--- config.mk ---
export PLATFORM = sky130hd
export DESIGN_NAME = light_follow_flight_controller_unit
export DESIGN_NICKNAME = d
export VERILOG_FILES = /design/src/sv/lffc_pkg.sv /design/src/sv/lffc_decide.sv /design/src/sv/light_follow_flight_controller_unit.sv
export VERILOG_INCLUDE_DIRS = /design/src /design/src/sv
export SDC_FILE = /design/constraint.sdc
export NUM_CORES = 1
export LEC_CHECK = 0
export BUFFER_PORTS_ARGS = -buffer_cell sky130_fd_sc_hd__buf_2
export CAP_MARGIN = 20
export CORE_MARGIN = 2
export CORE_UTILIZATION = 63
export CTS_BUF_LIST = sky130_fd_sc_hd__clkbuf_4
export CTS_CLUSTER_SIZE = 20
export DETAILED_ROUTE_END_ITERATION = 7
export GPL_TIMING_DRIVEN = 0
export PLACE_DENSITY = 0.83
export SYNTH_ARGS = -nofsm -noshare
export SYNTH_HDL_FRONTEND = slang
export SYNTH_SLANG_ARGS = --single-unit
--- constraint.sdc ---
create_clock -name clk -period 9.2 [get_ports clk]
set_input_delay 1.84 -clock clk [delete_from_list [all_inputs] [get_ports clk]]
set_output_delay 1.84 -clock clk [all_outputs]
set_load 0.005 [all_outputs]
--- src/sv/light_follow_flight_controller_unit_assert.svh ---
// Assertion macros for the light-follow flight controller.
// Needs a clock named clk and an active-low reset named rst_n in scope.
`ifndef LIGHT_FOLLOW_FLIGHT_CONTROLLER_UNIT_ASSERT_SVH
`define LIGHT_FOLLOW_FLIGHT_CONTROLLER_UNIT_ASSERT_SVH

// Condition that holds at every clock edge out of reset.
`define LFFC_ASSERT_ALWAYS(label, cond, msg) \
    label: assert property (@(posedge clk) disable iff (!rst_n) (cond)) else $error(msg);

// Implication checked at every clock edge out of reset.
`define LFFC_ASSERT_PROP(label, prop, msg) \
    label: assert property (@(posedge clk) disable iff (!rst_n) prop) else $error(msg);

`endif

--- src/sv/lffc_pkg.sv ---
// Shared types and constants of the light-follow flight controller.
// No dependencies; imported by lffc_decide and the top level.
package lffc_pkg;

    localparam int SENSOR_COUNT_DEF = 6;
    localparam int MAX_RESULTS      = 4;
    localparam int MAX_TURNS        = 3;

    localparam int CH_W   = 3;
    localparam int DIST_W = 16;
    localparam int LUX_W  = 16;
    localparam int TIME_W = 32;
    localparam int ARG_W  = 9;
    localparam int CNT_W  = 3;
    localparam int CFG_W  = 16;

    typedef enum logic [3:0] {
        CMD_KEEPALIVE  = 4'd0,
        CMD_LAND       = 4'd1,
        CMD_UP         = 4'd2,
        CMD_BACK       = 4'd3,
        CMD_FORWARD    = 4'd4,
        CMD_CW         = 4'd5,
        CMD_CCW        = 4'd6,
        CMD_FLIP_RIGHT = 4'd7,
        CMD_FLIP_LEFT  = 4'd8
    } cmd_t;

    typedef enum logic [2:0] {
        REG_LIGHT_THRESHOLD = 3'd0,
        REG_TAKEOFF_HOLD    = 3'd1,
        REG_LAND_HOLD       = 3'd2,
        REG_TARGET_DIST     = 3'd3,
        REG_DIST_TOL        = 3'd4,
        REG_MOVE_STEP       = 3'd5,
        REG_CLIMB_STEP      = 3'd6,
        REG_TURN_MODE       = 3'd7
    } cfg_idx_t;

    localparam logic [1:0] TURN_ROTATE = 2'd0;
    localparam logic [1:0] TURN_FLIP   = 2'd1;

    localparam logic [15:0] LIGHT_THRESHOLD_RST = 16'd70;
    localparam logic [15:0] TAKEOFF_HOLD_RST    = 16'd3000;
    localparam logic [15:0] LAND_HOLD_RST       = 16'd4000;
    localparam logic [15:0] TARGET_DIST_RST     = 16'd300;
    localparam logic [15:0] DIST_TOL_RST        = 16'd50;
    localparam logic [8:0]  MOVE_STEP_RST       = 9'd60;
    localparam logic [8:0]  CLIMB_STEP_RST      = 9'd300;
    localparam logic [1:0]  TURN_MODE_RST       = TURN_ROTATE;

    typedef struct packed {
        logic [15:0] light_threshold;
        logic [15:0] takeoff_hold_ms;
        logic [15:0] land_hold_ms;
        logic [15:0] target_distance_mm;
        logic [15:0] distance_tolerance_mm;
        logic [8:0]  move_step;
        logic [8:0]  climb_step;
        logic [1:0]  turn_mode;
    } lffc_cfg_t;

    typedef struct packed {
        logic [DIST_W-1:0] best_distance;
        logic [LUX_W-1:0]  best_light;
        logic [CH_W-1:0]   best_index;
        logic              dwell_active;
        logic              airborne;
        logic [TIME_W-1:0] dwell_start_ms;
    } lffc_state_t;

    typedef struct packed {
        cmd_t [MAX_RESULTS-1:0]             cmd;
        logic [MAX_RESULTS-1:0][ARG_W-1:0]  arg;
        logic [CNT_W-1:0]                   count;
    } lffc_burst_t;

endpackage

--- src/sv/lffc_decide.sv ---
// Per-reading decision logic: nearest-sensor tracking and flight state machine.
// Depends on lffc_pkg. Purely combinational; the top level holds all registers.
module lffc_decide #(
    parameter int SENSOR_COUNT = lffc_pkg::SENSOR_COUNT_DEF
) (
    input  lffc_pkg::lffc_cfg_t   cfg,
    input  lffc_pkg::lffc_state_t st,
    input  logic [2:0]            channel,
    input  logic [15:0]           distance_mm,
    input  logic [15:0]           light_level,
    input  logic [31:0]           time_ms,
    output lffc_pkg::lffc_state_t st_next,
    output lffc_pkg::lffc_burst_t burst
);
    import lffc_pkg::*;

    localparam logic [3:0]      SC4   = 4'(SENSOR_COUNT);
    localparam logic [3:0]      HALF4 = 4'(SENSOR_COUNT / 2);
    localparam logic [CH_W-1:0] LAST  = CH_W'(SENSOR_COUNT - 1);

    logic              ch_valid;
    logic              take;
    logic [31:0]       elapsed;
    logic [16:0]       near_lim;
    logic [16:0]       far_lim;
    logic [3:0]        turn_raw;
    logic [3:0]        turn_cnt;
    logic              turn_right;
    logic [CNT_W-1:0]  n;

    assign ch_valid = ({1'b0, channel} < SC4);
    assign take     = (channel == '0) || (distance_mm < st.best_distance);
    assign elapsed  = time_ms - st.dwell_start_ms;

    always_comb
    begin
        st_next    = st;
        burst.cmd  = {MAX_RESULTS{CMD_KEEPALIVE}};
        burst.arg  = '0;
        n          = '0;
        near_lim   = '0;
        far_lim    = '0;
        turn_raw   = '0;
        turn_cnt   = '0;
        turn_right = 1'b0;

        if (ch_valid)
        begin
            if (take)
            begin
                st_next.best_distance = distance_mm;
                st_next.best_light    = light_level;
                st_next.best_index    = (channel == '0) ? '0 : channel;
            end

            if (channel == LAST)
            begin
                if (!st.airborne)
                begin
                    burst.cmd[0] = CMD_KEEPALIVE;
                    burst.cmd[1] = CMD_LAND;
                    n = CNT_W'(2);
                    if (st_next.best_light > cfg.light_threshold)
                    begin
                        if (!st.dwell_active)
                        begin
                            st_next.dwell_start_ms = time_ms;
                            st_next.dwell_active   = 1'b1;
                        end
                        else if (elapsed > {16'd0, cfg.takeoff_hold_ms})
                        begin
                            burst.cmd[2] = CMD_UP;
                            burst.arg[2] = cfg.climb_step;
                            n = CNT_W'(3);
                            st_next.airborne     = 1'b1;
                            st_next.dwell_active = 1'b0;
                        end
                    end
                    else
                    begin
                        st_next.dwell_active = 1'b0;
                    end
                end
                else
                begin
                    burst.cmd[0] = CMD_KEEPALIVE;
                    n = CNT_W'(1);
                    if (st_next.best_light < cfg.light_threshold)
                    begin
                        if (!st.dwell_active)
                        begin
                            st_next.dwell_start_ms = time_ms;
                            st_next.dwell_active   = 1'b1;
                        end
                        else if (elapsed > {16'd0, cfg.land_hold_ms})
                        begin
                            burst.cmd[1] = CMD_LAND;
                            n = CNT_W'(2);
                            st_next.airborne     = 1'b0;
                            st_next.dwell_active = 1'b0;
                        end
                    end
                    else
                    begin
                        st_next.dwell_active = 1'b0;
                        if (st_next.best_index == '0)
                        begin
                            // target - dist > tol, or dist - target > tol, without signs
                            near_lim = {1'b0, st_next.best_distance}
                                     + {1'b0, cfg.distance_tolerance_mm};
                            far_lim  = {1'b0, cfg.target_distance_mm}
                                     + {1'b0, cfg.distance_tolerance_mm};
                            if ({1'b0, cfg.target_distance_mm} > near_lim)
                            begin
                                burst.cmd[1] = CMD_BACK;
                                burst.arg[1] = cfg.move_step;
                                n = CNT_W'(2);
                            end
                            else if ({1'b0, st_next.best_distance} > far_lim)
                            begin
                                burst.cmd[1] = CMD_FORWARD;
                                burst.arg[1] = cfg.move_step;
                                n = CNT_W'(2);
                            end
                        end
                        else
                        begin
                            turn_right = ({1'b0, st_next.best_index} >= HALF4);
                            turn_raw   = turn_right ? (SC4 - {1'b0, st_next.best_index})
                                                    : {1'b0, st_next.best_index};
                            turn_cnt   = (turn_raw > 4'(MAX_TURNS)) ? 4'(MAX_TURNS)
                                                                    : turn_raw;
                            if (cfg.turn_mode == TURN_ROTATE)
                            begin
                                for (int k = 0; k < MAX_TURNS; k++)
                                begin
                                    if (4'(k) < turn_cnt)
                                    begin
                                        burst.cmd[k + 1] = turn_right ? CMD_CW : CMD_CCW;
                                        burst.arg[k + 1] = cfg.move_step;
                                    end
                                end
                                n = CNT_W'(1) + turn_cnt[CNT_W-1:0];
                            end
                            else if (cfg.turn_mode == TURN_FLIP)
                            begin
                                burst.cmd[1] = turn_right ? CMD_FLIP_RIGHT : CMD_FLIP_LEFT;
                                n = CNT_W'(2);
                            end
                        end
                    end
                end
            end
        end
        burst.count = n;
    end

endmodule

--- src/sv/light_follow_flight_controller_unit.sv ---
// Top level of the light-follow flight controller: config registers, input
// register, flight state and the result burst buffer. Depends on lffc_pkg,
// lffc_decide and light_follow_flight_controller_unit_assert.svh.
//
// Usage:
//   Sensor readings come in on the s_ stream, one transfer per sensor; channel 0
//   opens a frame, channel SENSOR_COUNT-1 closes it and triggers the flight
//   decision. Readings on other channels produce nothing; channels at or above
//   SENSOR_COUNT are dropped. Each closing reading yields a burst of 1 to 4
//   command transfers on the m_ stream, the final one marked by m_tlast.
//   A reading is registered on acceptance and decided from the input register;
//   its burst is loaded into the burst buffer as the reading leaves that
//   register, and its first command is then valid on the m_ stream.
//   Throughput: one reading per cycle, but a closing reading waits in the input
//   register while a previous burst is pending, until that burst's final transfer
//   is taken, so a frame end waits for every command of that burst (at most 4).
//   A stalled receiver holds the current command steady; other channels keep
//   flowing, but a closing reading then waits and s_tready drops.
//   Config writes (cfg_ port, always ready) take effect on the next reading and
//   are meant for idle periods. Reset restores register defaults, clears the
//   nearest-sensor tracking, dwell timer and flight state (grounded) and
//   empties the input and output stages.
module light_follow_flight_controller_unit #(
    parameter int SENSOR_COUNT = lffc_pkg::SENSOR_COUNT_DEF
) (
    input  logic        clk,
    input  logic        rst_n,
    // reading stream
    input  logic        s_tvalid,
    output logic        s_tready,
    input  logic [63:0] s_tdata,   // [15:0] distance_mm, [31:16] light_level, [63:32] time_ms
    input  logic [2:0]  s_tuser,   // [2:0] channel
    // command stream
    output logic        m_tvalid,
    input  logic        m_tready,
    output logic [15:0] m_tdata,   // [8:0] argument, [11:9] nearest_channel, [12] is_flying
    output logic [3:0]  m_tuser,   // [3:0] command
    output logic        m_tlast,   // last_of_run
    // register write channel
    input  logic        cfg_valid,
    output logic        cfg_ready,
    input  logic [2:0]  cfg_index,
    input  logic [15:0] cfg_data
);
    import lffc_pkg::*;

    localparam logic [CH_W-1:0] LAST = CH_W'(SENSOR_COUNT - 1);

    // configuration
    lffc_cfg_t cfg_reg;

    // input register
    logic              in_valid_reg;
    logic [CH_W-1:0]   in_ch_reg;
    logic [DIST_W-1:0] in_dist_reg;
    logic [LUX_W-1:0]  in_lux_reg;
    logic [TIME_W-1:0] in_time_reg;

    // tracking and flight state
    lffc_state_t state_reg;
    lffc_state_t state_next;

    // result burst
    lffc_burst_t       burst_next;
    lffc_burst_t       burst_reg;
    logic [CNT_W-1:0]  cnt_reg;     // commands still to send
    logic [1:0]        rd_reg;      // next entry to send
    logic [CH_W-1:0]   near_reg;
    logic              fly_reg;

    logic in_accept;
    logic out_pop;
    logic burst_free;
    logic advance;
    logic load;

    assign cfg_ready  = 1'b1;
    assign in_accept  = s_tvalid && s_tready;
    assign out_pop    = m_tvalid && m_tready;
    // buffer can take a new burst this cycle
    assign burst_free = (cnt_reg == '0) || ((cnt_reg == CNT_W'(1)) && m_tready);
    assign advance    = in_valid_reg && ((in_ch_reg != LAST) || burst_free);
    assign load       = advance && (burst_next.count != '0);
    assign s_tready   = !in_valid_reg || advance;

    lffc_decide #(
        .SENSOR_COUNT (SENSOR_COUNT)
    ) u_decide (
        .cfg         (cfg_reg),
        .st          (state_reg),
        .channel     (in_ch_reg),
        .distance_mm (in_dist_reg),
        .light_level (in_lux_reg),
        .time_ms     (in_time_reg),
        .st_next     (state_next),
        .burst       (burst_next)
    );

    // register writes; values are masked to register width
    always_ff @(posedge clk or negedge rst_n)
    begin
        if (!rst_n)
        begin
            cfg_reg.light_threshold       <= LIGHT_THRESHOLD_RST;
            cfg_reg.takeoff_hold_ms       <= TAKEOFF_HOLD_RST;
            cfg_reg.land_hold_ms          <= LAND_HOLD_RST;
            cfg_reg.target_distance_mm    <= TARGET_DIST_RST;
            cfg_reg.distance_tolerance_mm <= DIST_TOL_RST;
            cfg_reg.move_step             <= MOVE_STEP_RST;
            cfg_reg.climb_step            <= CLIMB_STEP_RST;
            cfg_reg.turn_mode             <= TURN_MODE_RST;
        end
        else if (cfg_valid && cfg_ready)
        begin
            case (cfg_idx_t'(cfg_index))
                REG_LIGHT_THRESHOLD: cfg_reg.light_threshold       <= cfg_data;
                REG_TAKEOFF_HOLD:    cfg_reg.takeoff_hold_ms       <= cfg_data;
                REG_LAND_HOLD:       cfg_reg.land_hold_ms          <= cfg_data;
                REG_TARGET_DIST:     cfg_reg.target_distance_mm    <= cfg_data;
                REG_DIST_TOL:        cfg_reg.distance_tolerance_mm <= cfg_data;
                REG_MOVE_STEP:       cfg_reg.move_step             <= cfg_data[ARG_W-1:0];
                REG_CLIMB_STEP:      cfg_reg.climb_step            <= cfg_data[ARG_W-1:0];
                REG_TURN_MODE:       cfg_reg.turn_mode             <= cfg_data[1:0];
                default:             cfg_reg.turn_mode             <= cfg_data[1:0];
            endcase
        end
    end

    // input stage control
    always_ff @(posedge clk or negedge rst_n)
    begin
        if (!rst_n)
        begin
            in_valid_reg <= 1'b0;
        end
        else if (s_tready)
        begin
            in_valid_reg <= s_tvalid;
        end
    end

    // input stage payload
    always_ff @(posedge clk)
    begin
        if (in_accept)
        begin
            in_ch_reg   <= s_tuser;
            in_dist_reg <= s_tdata[15:0];
            in_lux_reg  <= s_tdata[31:16];
            in_time_reg <= s_tdata[63:32];
        end
    end

    // state moves with each reading that leaves the input register
    always_ff @(posedge clk or negedge rst_n)
    begin
        if (!rst_n)
        begin
            state_reg <= '0;
        end
        else if (advance)
        begin
            state_reg <= state_next;
        end
    end

    // burst buffer control
    always_ff @(posedge clk or negedge rst_n)
    begin
        if (!rst_n)
        begin
            cnt_reg <= '0;
            rd_reg  <= '0;
        end
        else if (load)
        begin
            cnt_reg <= burst_next.count;
            rd_reg  <= '0;
        end
        else if (out_pop)
        begin
            cnt_reg <= cnt_reg - CNT_W'(1);
            rd_reg  <= rd_reg + 2'd1;
        end
    end

    // burst buffer payload
    always_ff @(posedge clk)
    begin
        if (load)
        begin
            burst_reg <= burst_next;
            near_reg  <= state_next.best_index;
            fly_reg   <= state_next.airborne;
        end
    end

    assign m_tvalid = (cnt_reg != '0);
    assign m_tlast  = (cnt_reg == CNT_W'(1));
    assign m_tuser  = burst_reg.cmd[rd_reg];
    assign m_tdata  = {3'd0, fly_reg, near_reg, burst_reg.arg[rd_reg]};

`include "light_follow_flight_controller_unit_assert.svh"

    `LFFC_ASSERT_ALWAYS(a_cnt_range, cnt_reg <= CNT_W'(MAX_RESULTS), "burst count out of range")
    `LFFC_ASSERT_PROP(a_load_when_free, load |-> burst_free, "burst loaded over pending commands")
    `LFFC_ASSERT_PROP(a_load_nonempty, load |=> (cnt_reg != '0), "loaded burst is empty")
    `LFFC_ASSERT_PROP(a_state_hold, !advance |=> $stable(state_reg), "state changed without a reading")
    `LFFC_ASSERT_PROP(a_takeoff_burst, $rose(state_reg.airborne) |-> $past(load), "takeoff without commands")

endmodule
==> results.toml <==
[floorplanning]
pin_count = 115
rows = 60
initial_core_util_pct = 63.96
die_area_um2 = 28550
die_w_um = 169.0
die_y_um = 169.0
core_area_um2 = 26800

[grt]
grt_max_degree = 111
antenna_found_initial = 5
top_usage_layer = "met2"
grt_pass1_vias = 13490
grt_remaining_overflow = 0
grt_pass1_wl_um = 66470
grt_use_met2_pct = 46.94
met3_usage_pct = 4.466
track_usage_pct = 29.16
grt_util_met1_pct = 39.70

[timing]
layout_setup_ws_ns = 1.120
relSlewSlack_pct = 30.15
finalCritPeriodShare_pct = 87.83
fin_tns_setup_ns = 0
worst_pin_slew_ns = 1.045
setup_viol = 0
timing.fmax_ghz = 0.1238
rsz0062_at_grt = "no"
hold_viol_final = 0
min_period_ns = 8.080
maxSlewViolCount = 0
finClkSkew_ns = 0.03861

[cts]
cts-root-buf = "clkbuf_4"
cts.htree.levels = 3
cts_sinks = 283
cts-resized-gates = 0
clock_path_buffers = 3
numCtsBuffers = 76
cts.clk_slew.worst_paths_ns = 0.07
clock_latency_ns = 0.71
hold_buffers = 0
post-cts-setup-buffers = 0
cts_tree = "yes"

[outcome]
status = "complete, no violations"

[yosys]
syn_area_per_cell_um2 = 10.25
synth_flop_cell = "dfrtp_1"
synth-async-reset-ratio_pct = 61.84
yosysWarnings = 0
netlist.area_leader.share_pct = 21.02
synth_area_um2 = 17140
synth_edf_count = 108
synth_top_cells_by_area = "dfrtp_1 (21%), edfxtp_1 (19%), ha_1 (12%), mux2_2 (7.5%), dfstp_2 (4.8%)"
synth_cells = 1673
yosysUniqueCellTypes = 82
yosys.area.top_type = "dfrtp_1"
synth-seq-area-share_pct = 44.69
ys_ff_latch = 283

[layout]
seq_area_um2 = 7661
syn2layout_area_growth_pct = 12.63
multiInputGateArea_um2 = 8740
drive_above_1_share_pct = 22.46
final_common_cell = "ha_1"
mostFrequentLayoutCells = "ha_1 (165), nand2_1 (159), dfrtp_1 (144)"
largest_reg_flops = 100
nets = 2124
fillers = 1961

[run]
maxCapViolCount = 0

[worst_setup_path]
arrival_ns = 8.48
crit_fanout = 10
cp_slowest_cell = "o21bai_1"
endpoint_kind = "flip-flop"
max_stage_delay_ns = 0.69
start_kind = "flip-flop"
cp.required_ns = 9.60
critical_path_class = "flip-flop to flip-flop"
cpMostUsedCell = "a21oi_1"

[placed_design]
io_buffers = 107
hpwl_um = 30520
post-place-ws_ns = 1.245
place.gp.congestion = 0.9386

[routing]
wl_um = 41140
drt_first_pass_iters = 6
drtIter0Drc = 1179
vias = 13670
drcViolationCount = 0
ant_nets = 0
viasPerCell = 6.009
wire_per_inst_um = 18.09

[pwr]
p_leak_nw = 8.651
vdd.ir_drop.worst_v = 0.0002059
pwr_density_cell_nw_per_um2 = 326.4

[min_path]
hp-class = "flip-flop to flip-flop"
[synthesized netlist by cell type, types with 5 or more instances]
cell type / instances
ha_1: 165
nand2_1: 159
dfrtp_1: 144
inv_1: 132
o21ai_0: 130
mux2_2: 114
a21oi_1: 109
edfxtp_1: 108
nor2_1: 96
clkbuf_1: 40
a21o_1: 37
nor3_1: 33
dfstp_2: 31
nand3_1: 27
xnor2_1: 25
a22o_1: 21
nand4_1: 21
xor2_1: 20
a211oi_1: 18
o21a_1: 16
and2_1: 13
nand2b_1: 13
nor2b_1: 13
o211ai_1: 13
or3_1: 11
o21bai_1: 10
a211o_1: 8
nor4_1: 8
and3_1: 7
mux2i_1: 7
o31ai_1: 7
a31oi_1: 6
or2_2: 6
buf_2: 5
buf_4: 5
buf_6: 5
o21ai_1: 5
[worst paths after layout]
kind                                  from            end  slack, ns  cells after the start
max                        in_dist_reg[13]  burst_reg[17]       1.12                     29
max in group asynchronous            rst_n    cfg_reg[46]       7.14                      2
min reg2reg                  state_reg[37]  state_reg[37]       0.48                      2
min in group asynchronous            rst_n  state_reg[62]       1.09                      1
min                          state_reg[37]  state_reg[37]       0.48                      2
max reg2reg                in_dist_reg[13]  burst_reg[17]       1.12                     29
[through the flow]
stage / hold WS (ns) / util, % / instances / power [mW] / area, um^2
finish: 0.4787 / 72.04 / 2274 / 6.301 / 19310
global route: 0.5045 / 72.04 / 2274 / 6.798 / 19310
CTS: 0.4859 / 71.97 / 2268 / 6.272 / 19290
detailed placement: 0.4718 / 67.95 / 2127 / 5.022 / 18210
global placement: 0.4630 / 67.60 / 2124 / 4.867 / 18120
floorplan: 0.4496 / - / 1676 / 4.201 / 17150
[layout make-up]
| type | count | share of cell area, % |
|---|---|---|
| Multi-Input combinational cell | 1203 | 45.27 |
| Sequential cell | 283 | 39.68 |
| Clock buffer | 118 | 4.588 |
| Timing Repair Buffer | 111 | 3.175 |
| Inverter | 132 | 2.566 |
| Tap cell | 341 | 2.210 |
| Buffer | 58 | 1.452 |
| Clock inverter | 23 | 0.9980 |
| Antenna cell | 5 | 0.06480 |
[critical path, delay by kind of cell (launching register included)]
family | cells | cell delay [ns]
compound gates | 13 | 3.10
simple gates | 8 | 1.98
fa+ha+maj | 3 | 0.91
buf+inv | 2 | 0.69
mux | 2 | 0.58
flops | 1 | 0.40
xor+xnor | 1 | 0.09
[per-layer routing]
layer,vias to the layer above,share of wire [%]
li1,6492,-
met1,6564,44
met2,519,46
met3,90,6.5
met4,0,3.0
met5,-,0
[power by group]
group / total, mW / switching (mW) / internal [mW]
Sequential: 1.76 / 0.146 / 1.61
Combinational: 3.32 / 1.92 / 1.40
Clock: 1.22 / 0.544 / 0.676
[logic make-up (layout without fill, tap and decap cells)]
| kind of cell | Yosys count | count (layout) | share of synthesized area, % |
|---|---|---|---|
| and+or+nand+nor | 431 | 431 | 11.96 |
| adders and majority gates | 168 | 168 | 12.39 |
| AOI/OAI and AO/OA | 433 | 433 | 16.20 |
| buffers and inverters | 190 | 442 | 4.525 |
| other | 2 | 10 | 0.04381 |
| xor gates and xnor gates | 45 | 45 | 2.299 |
| muxes | 121 | 121 | 7.897 |
| DFF | 283 | 283 | 44.69 |
Note: power is estimated with default switching activity, not from simulation.
